### config.mk
export PLATFORM = sky130hd
export DESIGN_NAME = preemptive_priority_scheduler
export DESIGN_NICKNAME = d
export VERILOG_FILES = /design/src/psched_pkg.sv /design/src/preemptive_priority_scheduler.sv
export SDC_FILE = /design/constraint.sdc
export NUM_CORES = 2
export LEC_CHECK = 0
export ABC_AREA = 1
export BUFFER_PORTS_ARGS = -buffer_cell sky130_fd_sc_hd__buf_4
export CAP_MARGIN = 20
export CELL_PAD_IN_SITES_DETAIL_PLACEMENT = 0
export CELL_PAD_IN_SITES_GLOBAL_PLACEMENT = 1
export CORE_MARGIN = 4
export CORE_UTILIZATION = 50
export CTS_CLUSTER_DIAMETER = 80
export DETAILED_ROUTE_END_ITERATION = 8
export GPL_ROUTABILITY_DRIVEN = 0
export PLACE_DENSITY = 0.86
export SLEW_MARGIN = 25
export SYNTH_ARGS = -nofsm -noshare
export SYNTH_HDL_FRONTEND = slang
export SYNTH_SLANG_ARGS = --single-unit
### constraint.sdc
create_clock -name clk -period 5.7 [get_ports clk]
set_clock_uncertainty 0.2 [all_clocks]
set_input_delay 0.855 -clock clk [delete_from_list [all_inputs] [get_ports clk]]
set_output_delay 0.855 -clock clk [all_outputs]
set_load 0.05 [all_outputs]
### src/psched_pkg.sv
package psched_pkg;

	// Field widths of the request and response channels.
	localparam int CMD_W      = 2;
	localparam int SLOT_W     = 4;
	localparam int PRIO_W     = 8;
	localparam int ARR_W      = 16;
	localparam int BURST_IN_W = 12;
	localparam int TIME_W     = 20;
	localparam int SUM_W      = 24;
	localparam int TCNT_W     = 5;

	// Default sizing of the task table.
	localparam int MAX_TASKS_DEF  = 16;
	localparam int BURST_BITS_DEF = 12;

	// Request commands.
	typedef enum logic [CMD_W-1:0] {
		CMD_LOAD    = 2'd0,
		CMD_TICK    = 2'd1,
		CMD_RESTART = 2'd2
	} cmd_t;

	// One request.
	typedef struct packed {
		logic [CMD_W-1:0]      command;
		logic [SLOT_W-1:0]     slot;
		logic [PRIO_W-1:0]     priority_req;
		logic [ARR_W-1:0]      arrival_time;
		logic [BURST_IN_W-1:0] burst_length;
	} req_t;

	// One tick result.
	typedef struct packed {
		logic              idle;
		logic [SLOT_W-1:0] chosen_slot;
		logic              finished;
		logic [TIME_W-1:0] turnaround;
		logic [TIME_W-1:0] waiting;
		logic [TIME_W-1:0] response;
		logic [TIME_W-1:0] time_now;
		logic [TIME_W-1:0] idle_total;
		logic [SUM_W-1:0]  sum_turnaround;
		logic [SUM_W-1:0]  sum_waiting;
		logic [SUM_W-1:0]  sum_response;
		logic              all_done;
	} rsp_t;

endpackage

### src/preemptive_priority_scheduler.sv
// Preemptive priority scheduler. Load requests write one task slot (priority, arrival
// time, burst) and restart requests clear the time, the statistics and the started and
// done marks; neither gives a response. A tick request runs the ready, unfinished task
// with the lowest priority number (ties: earlier arrival, then lower slot) for one time
// unit, or counts an idle unit, and returns one response with the finish times and
// running sums. The scan reads the slots in use from the task table one slot per cycle
// through a single read port, then the chosen slot is fetched and the statistics are
// updated over three steps before the response is registered. The response register
// holds a result until it is taken; the block waits before the last step when a
// previous result is still pending.
module preemptive_priority_scheduler
	import psched_pkg::*;
#(
	parameter int MAX_TASKS  = MAX_TASKS_DEF,
	parameter int BURST_BITS = BURST_BITS_DEF
) (
	input  logic              clk,
	input  logic              arst_n,
	input  logic              req_valid,
	output logic              req_ready,
	input  req_t              req_data,
	output logic              rsp_valid,
	input  logic              rsp_ready,
	output rsp_t              rsp_data,
	input  logic              cfg_we,
	input  logic [TCNT_W-1:0] cfg_wdata
);

	localparam int IDX_W = $clog2(MAX_TASKS);
	localparam int CNT_W = $clog2(MAX_TASKS + 1);
	localparam int SLW   = (CNT_W > SLOT_W) ? CNT_W : SLOT_W;
	localparam int TW    = (CNT_W > TCNT_W) ? CNT_W : TCNT_W;
	localparam int WW    = (TIME_W > BURST_BITS) ? TIME_W : BURST_BITS;
	localparam logic [TIME_W-1:0] TIME_MAX = '1;

	typedef enum logic [2:0] {
		ST_IDLE,
		ST_SCAN,
		ST_DRAIN,
		ST_FETCH,
		ST_CALC,
		ST_SUMS,
		ST_WSUM,
		ST_EMIT
	} state_t;

	// Saturating add of a time value into a running sum.
	function automatic logic [SUM_W-1:0] sum_sat(input logic [SUM_W-1:0] a,
		input logic [TIME_W-1:0] b);
		logic [SUM_W:0] s;
		s = {1'b0, a} + (SUM_W + 1)'(b);
		return s[SUM_W] ? {SUM_W{1'b1}} : s[SUM_W-1:0];
	endfunction

	state_t                state_q;
	logic [TCNT_W-1:0]     task_count_q;
	logic [MAX_TASKS-1:0]  started_q;
	logic [MAX_TASKS-1:0]  done_q;
	logic [TIME_W-1:0]     clock_q;
	logic [TIME_W-1:0]     idle_cnt_q;
	logic [SUM_W-1:0]      sum_tat_q;
	logic [SUM_W-1:0]      sum_wt_q;
	logic [SUM_W-1:0]      sum_resp_q;
	logic [IDX_W-1:0]      addr_q;
	logic [IDX_W-1:0]      cmp_idx_q;
	logic                  cmp_valid_q;
	logic                  found_q;
	logic [IDX_W-1:0]      best_q;
	logic [PRIO_W-1:0]     best_prio_q;
	logic [ARR_W-1:0]      best_arr_q;
	logic                  fin_q;
	logic [TIME_W-1:0]     tat_q;
	logic [TIME_W-1:0]     wt_q;
	logic [TIME_W-1:0]     resp_q;
	logic                  out_valid_q;
	rsp_t                  out_q;

	// Task table memories and their registered read data.
	logic [PRIO_W-1:0]     prio_mem  [MAX_TASKS];
	logic [ARR_W-1:0]      arr_mem   [MAX_TASKS];
	logic [BURST_BITS-1:0] burst_mem [MAX_TASKS];
	logic [BURST_BITS-1:0] rem_mem   [MAX_TASKS];
	logic [TIME_W-1:0]     first_mem [MAX_TASKS];
	logic [PRIO_W-1:0]     prio_rd_q;
	logic [ARR_W-1:0]      arr_rd_q;
	logic [BURST_BITS-1:0] burst_rd_q;
	logic [BURST_BITS-1:0] rem_rd_q;
	logic [TIME_W-1:0]     first_rd_q;

	logic                  accept;
	logic                  load_we;
	logic [SLW-1:0]        slot_ext;
	logic [IDX_W-1:0]      slot_idx;
	logic [BURST_BITS-1:0] burst_in;
	logic [TW-1:0]         tc_ext;
	logic [CNT_W-1:0]      n_used;
	logic                  scan_last;
	logic                  cand_ok;
	logic                  cand_better;
	logic                  take;
	logic [IDX_W-1:0]      best_next;
	logic [TIME_W-1:0]     clock_inc;
	logic                  best_started;
	logic [TIME_W-1:0]     first_eff;
	logic [BURST_BITS-1:0] rem_eff;
	logic                  fin_now;
	logic [WW-1:0]         tat_ext;
	logic [WW-1:0]         burst_ext;
	logic [TIME_W-1:0]     wt_now;
	logic [SUM_W-1:0]      sum_wt_new;
	logic [MAX_TASKS-1:0]  in_use;
	logic                  all_done;
	logic [SLW-1:0]        best_ext;
	logic                  emit_go;

	assign req_ready = (state_q == ST_IDLE);
	assign accept    = req_valid && req_ready;
	assign rsp_valid = out_valid_q;
	assign rsp_data  = out_q;

	// Slot decoding for loads and the number of slots in use.
	always_comb begin
		slot_ext = SLW'(req_data.slot);
		slot_idx = slot_ext[IDX_W-1:0];
		burst_in = BURST_BITS'(req_data.burst_length);
		load_we  = accept && (req_data.command == CMD_LOAD) &&
			(slot_ext < SLW'(MAX_TASKS));
		tc_ext   = TW'(task_count_q);
		if (tc_ext == '0) begin
			n_used = CNT_W'(1);
		end else if (tc_ext > TW'(MAX_TASKS)) begin
			n_used = CNT_W'(MAX_TASKS);
		end else begin
			n_used = CNT_W'(tc_ext);
		end
		scan_last = (CNT_W'(addr_q) == n_used - CNT_W'(1));
	end

	// Scan comparator: one table slot per cycle against the best so far.
	always_comb begin
		cand_ok     = cmp_valid_q && !done_q[cmp_idx_q] && (TIME_W'(arr_rd_q) <= clock_q);
		cand_better = !found_q || (prio_rd_q < best_prio_q) ||
			((prio_rd_q == best_prio_q) && (arr_rd_q < best_arr_q));
		take        = cand_ok && cand_better;
		best_next   = take ? cmp_idx_q : best_q;
	end

	// Update arithmetic for the chosen task. A task that never ran still holds its
	// full burst, so the remaining count is taken from the burst until it starts.
	always_comb begin
		clock_inc    = (clock_q == TIME_MAX) ? clock_q : clock_q + TIME_W'(1);
		best_started = started_q[best_q];
		first_eff    = best_started ? first_rd_q : clock_q;
		rem_eff      = best_started ? rem_rd_q : burst_rd_q;
		fin_now      = found_q && (rem_eff <= BURST_BITS'(1));
		tat_ext      = WW'(tat_q);
		burst_ext    = WW'(burst_rd_q);
		wt_now       = (tat_ext > burst_ext) ? TIME_W'(tat_ext - burst_ext) : '0;
		sum_wt_new   = fin_q ? sum_sat(sum_wt_q, wt_q) : sum_wt_q;
		best_ext     = SLW'(best_q);
		emit_go      = !out_valid_q || rsp_ready;
	end

	// Completion check over the slots in use.
	always_comb begin
		for (int i = 0; i < MAX_TASKS; i++) begin
			in_use[i] = (CNT_W'(i) < n_used);
		end
		all_done = &(done_q | ~in_use);
	end

	// Task table: loads write the static fields, ticks write progress of the chosen slot.
	always_ff @(posedge clk) begin
		if (load_we) begin
			prio_mem[slot_idx]  <= req_data.priority_req;
			arr_mem[slot_idx]   <= req_data.arrival_time;
			burst_mem[slot_idx] <= burst_in;
		end
		if (state_q == ST_CALC && found_q) begin
			rem_mem[best_q] <= fin_now ? '0 : rem_eff - BURST_BITS'(1);
			if (!best_started) begin
				first_mem[best_q] <= clock_q;
			end
		end
		prio_rd_q  <= prio_mem[addr_q];
		arr_rd_q   <= arr_mem[addr_q];
		burst_rd_q <= burst_mem[addr_q];
		rem_rd_q   <= rem_mem[addr_q];
		first_rd_q <= first_mem[addr_q];
	end

	// Sequencer, run state and the response register.
	always_ff @(posedge clk or negedge arst_n) begin
		if (!arst_n) begin
			state_q      <= ST_IDLE;
			task_count_q <= TCNT_W'(1);
			started_q    <= '0;
			done_q       <= '0;
			clock_q      <= '0;
			idle_cnt_q   <= '0;
			sum_tat_q    <= '0;
			sum_wt_q     <= '0;
			sum_resp_q   <= '0;
			addr_q       <= '0;
			cmp_idx_q    <= '0;
			cmp_valid_q  <= 1'b0;
			found_q      <= 1'b0;
			best_q       <= '0;
			best_prio_q  <= '0;
			best_arr_q   <= '0;
			fin_q        <= 1'b0;
			tat_q        <= '0;
			wt_q         <= '0;
			resp_q       <= '0;
			out_valid_q  <= 1'b0;
			out_q        <= '0;
		end else begin
			if (cfg_we) begin
				task_count_q <= cfg_wdata;
			end
			// The emit step sets the valid flag itself when the old result leaves.
			if (out_valid_q && rsp_ready && (state_q != ST_EMIT)) begin
				out_valid_q <= 1'b0;
			end
			case (state_q)
				ST_IDLE: begin
					if (accept) begin
						case (req_data.command)
							CMD_LOAD: begin
								if (load_we) begin
									started_q[slot_idx] <= 1'b0;
									done_q[slot_idx]    <= 1'b0;
								end
							end
							CMD_TICK: begin
								addr_q      <= '0;
								cmp_valid_q <= 1'b0;
								found_q     <= 1'b0;
								best_q      <= '0;
								state_q     <= ST_SCAN;
							end
							CMD_RESTART: begin
								started_q  <= '0;
								done_q     <= '0;
								clock_q    <= '0;
								idle_cnt_q <= '0;
								sum_tat_q  <= '0;
								sum_wt_q   <= '0;
								sum_resp_q <= '0;
							end
							default: begin
							end
						endcase
					end
				end
				ST_SCAN: begin
					// Issue the next slot read while judging the previous one.
					if (take) begin
						found_q     <= 1'b1;
						best_q      <= cmp_idx_q;
						best_prio_q <= prio_rd_q;
						best_arr_q  <= arr_rd_q;
					end
					cmp_idx_q   <= addr_q;
					cmp_valid_q <= 1'b1;
					if (scan_last) begin
						state_q <= ST_DRAIN;
					end else begin
						addr_q <= addr_q + IDX_W'(1);
					end
				end
				ST_DRAIN: begin
					// Judge the last slot and point the read port at the winner.
					if (take) begin
						found_q     <= 1'b1;
						best_q      <= cmp_idx_q;
						best_prio_q <= prio_rd_q;
						best_arr_q  <= arr_rd_q;
					end
					addr_q  <= best_next;
					state_q <= ST_FETCH;
				end
				ST_FETCH: begin
					state_q <= ST_CALC;
				end
				ST_CALC: begin
					// Advance time, mark progress and take the response time.
					clock_q <= clock_inc;
					fin_q   <= fin_now;
					if (found_q) begin
						started_q[best_q] <= 1'b1;
						if (fin_now) begin
							done_q[best_q] <= 1'b1;
						end
					end else begin
						idle_cnt_q <= (idle_cnt_q == TIME_MAX) ? idle_cnt_q :
							idle_cnt_q + TIME_W'(1);
					end
					resp_q  <= fin_now ? first_eff - TIME_W'(arr_rd_q) : '0;
					state_q <= ST_SUMS;
				end
				ST_SUMS: begin
					tat_q <= fin_q ? clock_q - TIME_W'(arr_rd_q) : '0;
					if (fin_q) begin
						sum_resp_q <= sum_sat(sum_resp_q, resp_q);
					end
					state_q <= ST_WSUM;
				end
				ST_WSUM: begin
					wt_q <= fin_q ? wt_now : '0;
					if (fin_q) begin
						sum_tat_q <= sum_sat(sum_tat_q, tat_q);
					end
					state_q <= ST_EMIT;
				end
				ST_EMIT: begin
					// Register the response once the previous one has been taken.
					if (emit_go) begin
						sum_wt_q                <= sum_wt_new;
						out_valid_q             <= 1'b1;
						out_q.idle              <= !found_q;
						out_q.chosen_slot       <= found_q ? best_ext[SLOT_W-1:0] : '0;
						out_q.finished          <= fin_q;
						out_q.turnaround        <= tat_q;
						out_q.waiting           <= wt_q;
						out_q.response          <= resp_q;
						out_q.time_now          <= clock_q;
						out_q.idle_total        <= idle_cnt_q;
						out_q.sum_turnaround    <= sum_tat_q;
						out_q.sum_waiting       <= sum_wt_new;
						out_q.sum_response      <= sum_resp_q;
						out_q.all_done          <= all_done;
						state_q                 <= ST_IDLE;
					end
				end
				default: begin
					state_q <= ST_IDLE;
				end
			endcase
		end
	end

endmodule
==> out/qor.log <==
qor: critical_path.data_arrival_time_of_the_worst_path 4.57 ns
qor: synthesis.muxShareOfSynthArea 0%
qor: floorplan.chipHeight 379 um
qor: critical_path.critPathSlowestCell nor2_4
qor: synthesis.postSynthCellCount 6523
qor: sta.finalHoldViolCount 0
qor: grt.grt_first_pass_wirelength 293000 um
qor: critical_path.timing.critical_path.cells inv_2 > nand2_1 > nand2_1 > nand2_1 > nand2_1 > nand2_1 > nand2_4 > nor2_8 > nand2_1 > o21ai_2 > ha_1 > inv_1 > a21oi_1 > nand3_1 > nor2_1 > nand2_1 > nor2_4 > inv_1 > nand2_1 > nor2_1
qor: clock_network.tritoncts built
qor: synthesis.synth_seq_area_share 65.0%
qor: sta.setup-violations-final 0
qor: pwr.post-layout-total-power 0.0391 W
qor: route.drt_first_pass_iters 9
qor: layout.num-fill-cells 11400
qor: clock_network.cts_htree_levels 4
qor: floorplan.core_box_area 137000 um^2
qor: place.numPortBuffers 232
qor: route.routed_wl 197000 um
qor: outcome.failed_checks design-rule violations
qor: route.remaining_drc_errors 2
qor: sta.timing.final.crit_share 75.6%
qor: pwr.cellPowerDensity 500 nW/um^2
qor: layout.post_route_cells_drive_above_1_share 10.5%
qor: clock_network.cts.reportedPaths.clkPinSlew 0.06 ns
qor: clock_network.clock_tree.buffer_depth 3
qor: clock_network.cts.sinks 1587
qor: synthesis.synth_simple_gate_area_share 14.8%
qor: place.dp.final_hpwl 119000 um
qor: route.wl_met2 89900 um
qor: flow_run.maxCapViolations 0
qor: critical_path.rr_endpoint rem_mem[11][10]
qor: hold_path.worstHoldStart cfg_wdata[1]
qor: clock_network.postCtsSetupRepairBufs 0
qor: synthesis.synth.yosys.warnings 0
qor: sta.hold_ws 0.107 ns
qor: synthesis.yosys.cell_types.count 58
qor: critical_path.slowest_delay 0.67 ns
qor: route.post_route_antenna_net_violation_count 0
qor: synthesis.ys.flop_type edfxtp_1
qor: synthesis.synth_adder_area_share 2.68%
qor: pwr.vdd_ir_drop_max 0.332 mV
qor: hold_path.min_delay_worst_endpoint task_count_q[1]
qor: synthesis.ys_seq_elements 1587
qor: grt.grt_start_max_net_pins 182
qor: critical_path.timing.setup.critical_path_class flop to flop
qor: route.route.layer.met1.wl 80900 um
qor: synthesis.synth_area_leader_cell edfxtp_1
qor: hold_path.hold_removal_path_class input pin to flop
qor: critical_path.regToRegStartpoint best_q[0]
qor: route.met3RoutedLength 19000 um
qor: sta.rsz0062_at_grt false
qor: place.postPlaceCellArea 72800 um^2
qor: synthesis.netlist_top_cells_area edfxtp_1 (47%), dfrtp_1 (16%), nand2_1 (7.7%), o21ai_0 (5.4%), nor2_1 (3.0%)
qor: layout.flow.area_growth_from_synthesis 13.4%
qor: layout.finalInstanceArea 78300 um^2
qor: synthesis.syn_nets 6719
qor: sta.setup_tns 0 ns
qor: floorplan.initial_standard_cell_utilization_of_the_core 50.2%
qor: sta.slew-limit-headroom 24.6%
qor: floorplan.num_rows 136
qor: route.wire_per_inst 22.8 um
qor: floorplan.die_w 379 um
qor: grt.grt_antenna_before_repair 8
qor: floorplan.dieArea 144000 um^2
qor: synthesis.synth_top_family_by_area simple AND/OR/NAND/NOR gates
qor: clock_network.cts_resized 0
qor: critical_path.setup.reg_to_reg.worst_slack 1.39 ns
qor: critical_path.reg2regPathDepth 20
qor: clock_network.cts-buffers-inserted 163
qor: sta.timing_max_transition_violations_final 0
qor: synthesis.synth_xor_area_share 1.19%
qor: route.dr_total_vias 50700
qor: critical_path.cp-start-kind flop
qor: critical_path.cp_data_required_time 5.96 ns
qor: route.drt_iter0_markers 5536
qor: outcome.run_status complete, but fails checks
qor: grt.global_route.usage.total 26.9%
qor: critical_path.critPathMaxFanout 32
qor: critical_path.endpoint_kind flop
qor: sta.min_period 4.31 ns
qor: route.top_signal_layer_used met5
qor: synthesis.share_of_the_synthesized_area_in_compound_gates_ao_oa_aoi_oai 12.2%
qor: sta.tightest_slew 1.13 ns
qor: route.drt-vias-per-instance 5.88
qor: grt.grt_overflow 0
qor: synthesis.netlist.area_leader.share 47.4%
qor: synthesis.async_reset_ff_share 27.2%
qor: clock_network.clock_latency 0.81 ns
qor: critical_path.top_cell_family_by_delay_on_the_critical_path simple AND/OR/NAND/NOR gates
qor: synthesis.syn-mean-instance-area 10.6 um^2
qor: hold_path.worst_hold_path.num_cells 3
qor: layout.nNetsFinal 6893
qor: sta.max_clock_freq 0.232 GHz
qor: synthesis.post_synth_edffs 1088
qor: critical_path.crit_path_most_repeated_cell nand2_1
qor: floorplan.ioPinCount 233
qor: synthesis.post_synth_instance_area 69000 um^2
qor: pwr.p_leak 30.8 nW
qor: grt.first_global_vias 47600
qor: clock_network.cts-root-buf clkbuf_16
qor: critical_path.crit_buf_inv 3
[cell usage in the layout, fill, tap and decap left out, types with 12 or more instances in the layout]
master and instances:
xnor2_1 29, clkbuf_1 35, o221ai_1 55, buf_4 319
nand3_1 252, o31ai_1 12, dfxtp_1 68, clkinv_1 12
dfrtp_1 426, inv_1 409, nor3_2 28, a21oi_1 339
nand2_1 1414, ha_1 138, o22ai_1 112, clkbuf_16 165
a31oi_1 24, o21ai_2 14, clkinv_2 29, o211ai_1 28
nor3_1 55, o21ai_1 15, o21ai_0 745, or2_2 14
nor2_2 14, o21a_1 13, clkbuf_8 19, nand4_1 112
edfxtp_1 1088, nand2_2 13, nor2_4 15, nor2_1 528
xor2_1 62, a21o_1 13, inv_2 12, a221oi_1 80
clkinvlp_4 15
[sequential cells by signal, summed over array words and instances, names as in the netlist, 16 cells and up]
| signal | cells |
|---|---|
| first_mem | 320 |
| arr_mem | 256 |
| burst_mem | 192 |
| rem_mem | 192 |
| rsp_data | 179 |
| prio_mem | 128 |
| sum_resp_q | 24 |
| sum_tat_q | 24 |
| sum_wt_q | 24 |
| clock_q | 20 |
| first_rd_q | 20 |
| idle_cnt_q | 20 |
| resp_q | 20 |
| tat_ext | 20 |
| wt_q | 20 |
| arr_rd_q | 16 |
| best_arr_q | 16 |
| done_q | 16 |
| started_q | 16 |
[final cells by class]
type                       count  area [um^2]  share of cell area (%)
clock inverter                85          925                    1.18
timing repair buffer         328         2570                    3.28
antenna                        3         7.51                 0.00959
sequential                  1587        44800                    57.3
inverter                     426         1610                    2.06
tap                         1794         2240                    2.87
clock buffer                 220         4530                    5.79
multi-input combinational   4191        21500                    27.5
[synthesized netlist by cell type (80+ instances only)]
cell type / instances
nand2_1: 1417
clkbuf_1: 267
o22ai_1: 112
o21ai_0: 745
ha_1: 138
nor3_1: 83
nand4_1: 112
a21oi_1: 340
inv_1: 413
edfxtp_1: 1088
a221oi_1: 80
nand3_1: 252
dfrtp_1: 430
nor2_1: 547
[power by group]
group | switching, W | internal [W]
Sequential | 0.00116 | 0.0138
Combinational | 0.00965 | 0.00373
Clock | 0.00462 | 0.00616
[through the flow]
step | util, % | setup WS [ns] | std cells
2_1_floorplan | - | 0.847 | 6523
3_3_place_gp | 53.0 | 1.48 | 8324
3_5_place_dp | 53.0 | 1.47 | 8324
4_1_cts | 57.0 | 1.46 | 8630
5_1_grt | 57.0 | 0.985 | 8632
6_report | 57.0 | 1.39 | 8634
[cell families after synthesis]
group | after synthesis
AO/OA/AOI/OAI | 1484
XOR/XNOR | 92
buffers and inverters | 745
flip-flops | 1587
adder cells (fa/ha/maj) | 144
AND/OR/NAND/NOR | 2471
[per-layer routing]
| metal | track usage (%) | vias up |
|---|---|---|
| met4 | 9.67 | 10 |
| li1 | - | 23300 |
| met2 | 42.3 | 2487 |
| met3 | 5.15 | 421 |
| met5 | 0 | - |
| met1 | 37.6 | 24500 |
[worst max-delay path by stage]
stage	start	end	cells past startpoint
final	best_q[0]	rem_mem[11][10]	20
after global placement	best_q[0]	rem_mem[0][7]	18
after floorplan	state_q[0]	arr_mem[2][0]	7
after detailed placement	best_q[0]	rem_mem[5][3]	18
after global routing	best_q[0]	rem_mem[11][10]	20
after CTS	best_q[0]	rem_mem[3][6]	18
[worst register-to-register path, stage by stage, from the launching register on]
cell and delay (ns):
dfrtp_1 0.59, inv_2 0.20, nand2_1 0.10, nand2_1 0.05, nand2_1 0.05, nand2_1 0.05
nand2_1 0.09, nand2_4 0.08, nor2_8 0.43, nand2_1 0.14, o21ai_2 0.12, ha_1 0.22
inv_1 0.07, a21oi_1 0.15, nand3_1 0.09, nor2_1 0.09, nand2_1 0.09, nor2_4 0.67
inv_1 0.16, nand2_1 0.11, nor2_1 0.21
[timing repair]
item / CTS / global route
hold endpoints to repair: 69 / 0
endpoints found under the setup margin: 0 / 0
hold buffers: 1 / 0
Note: power is estimated with default switching activity, not from simulation.
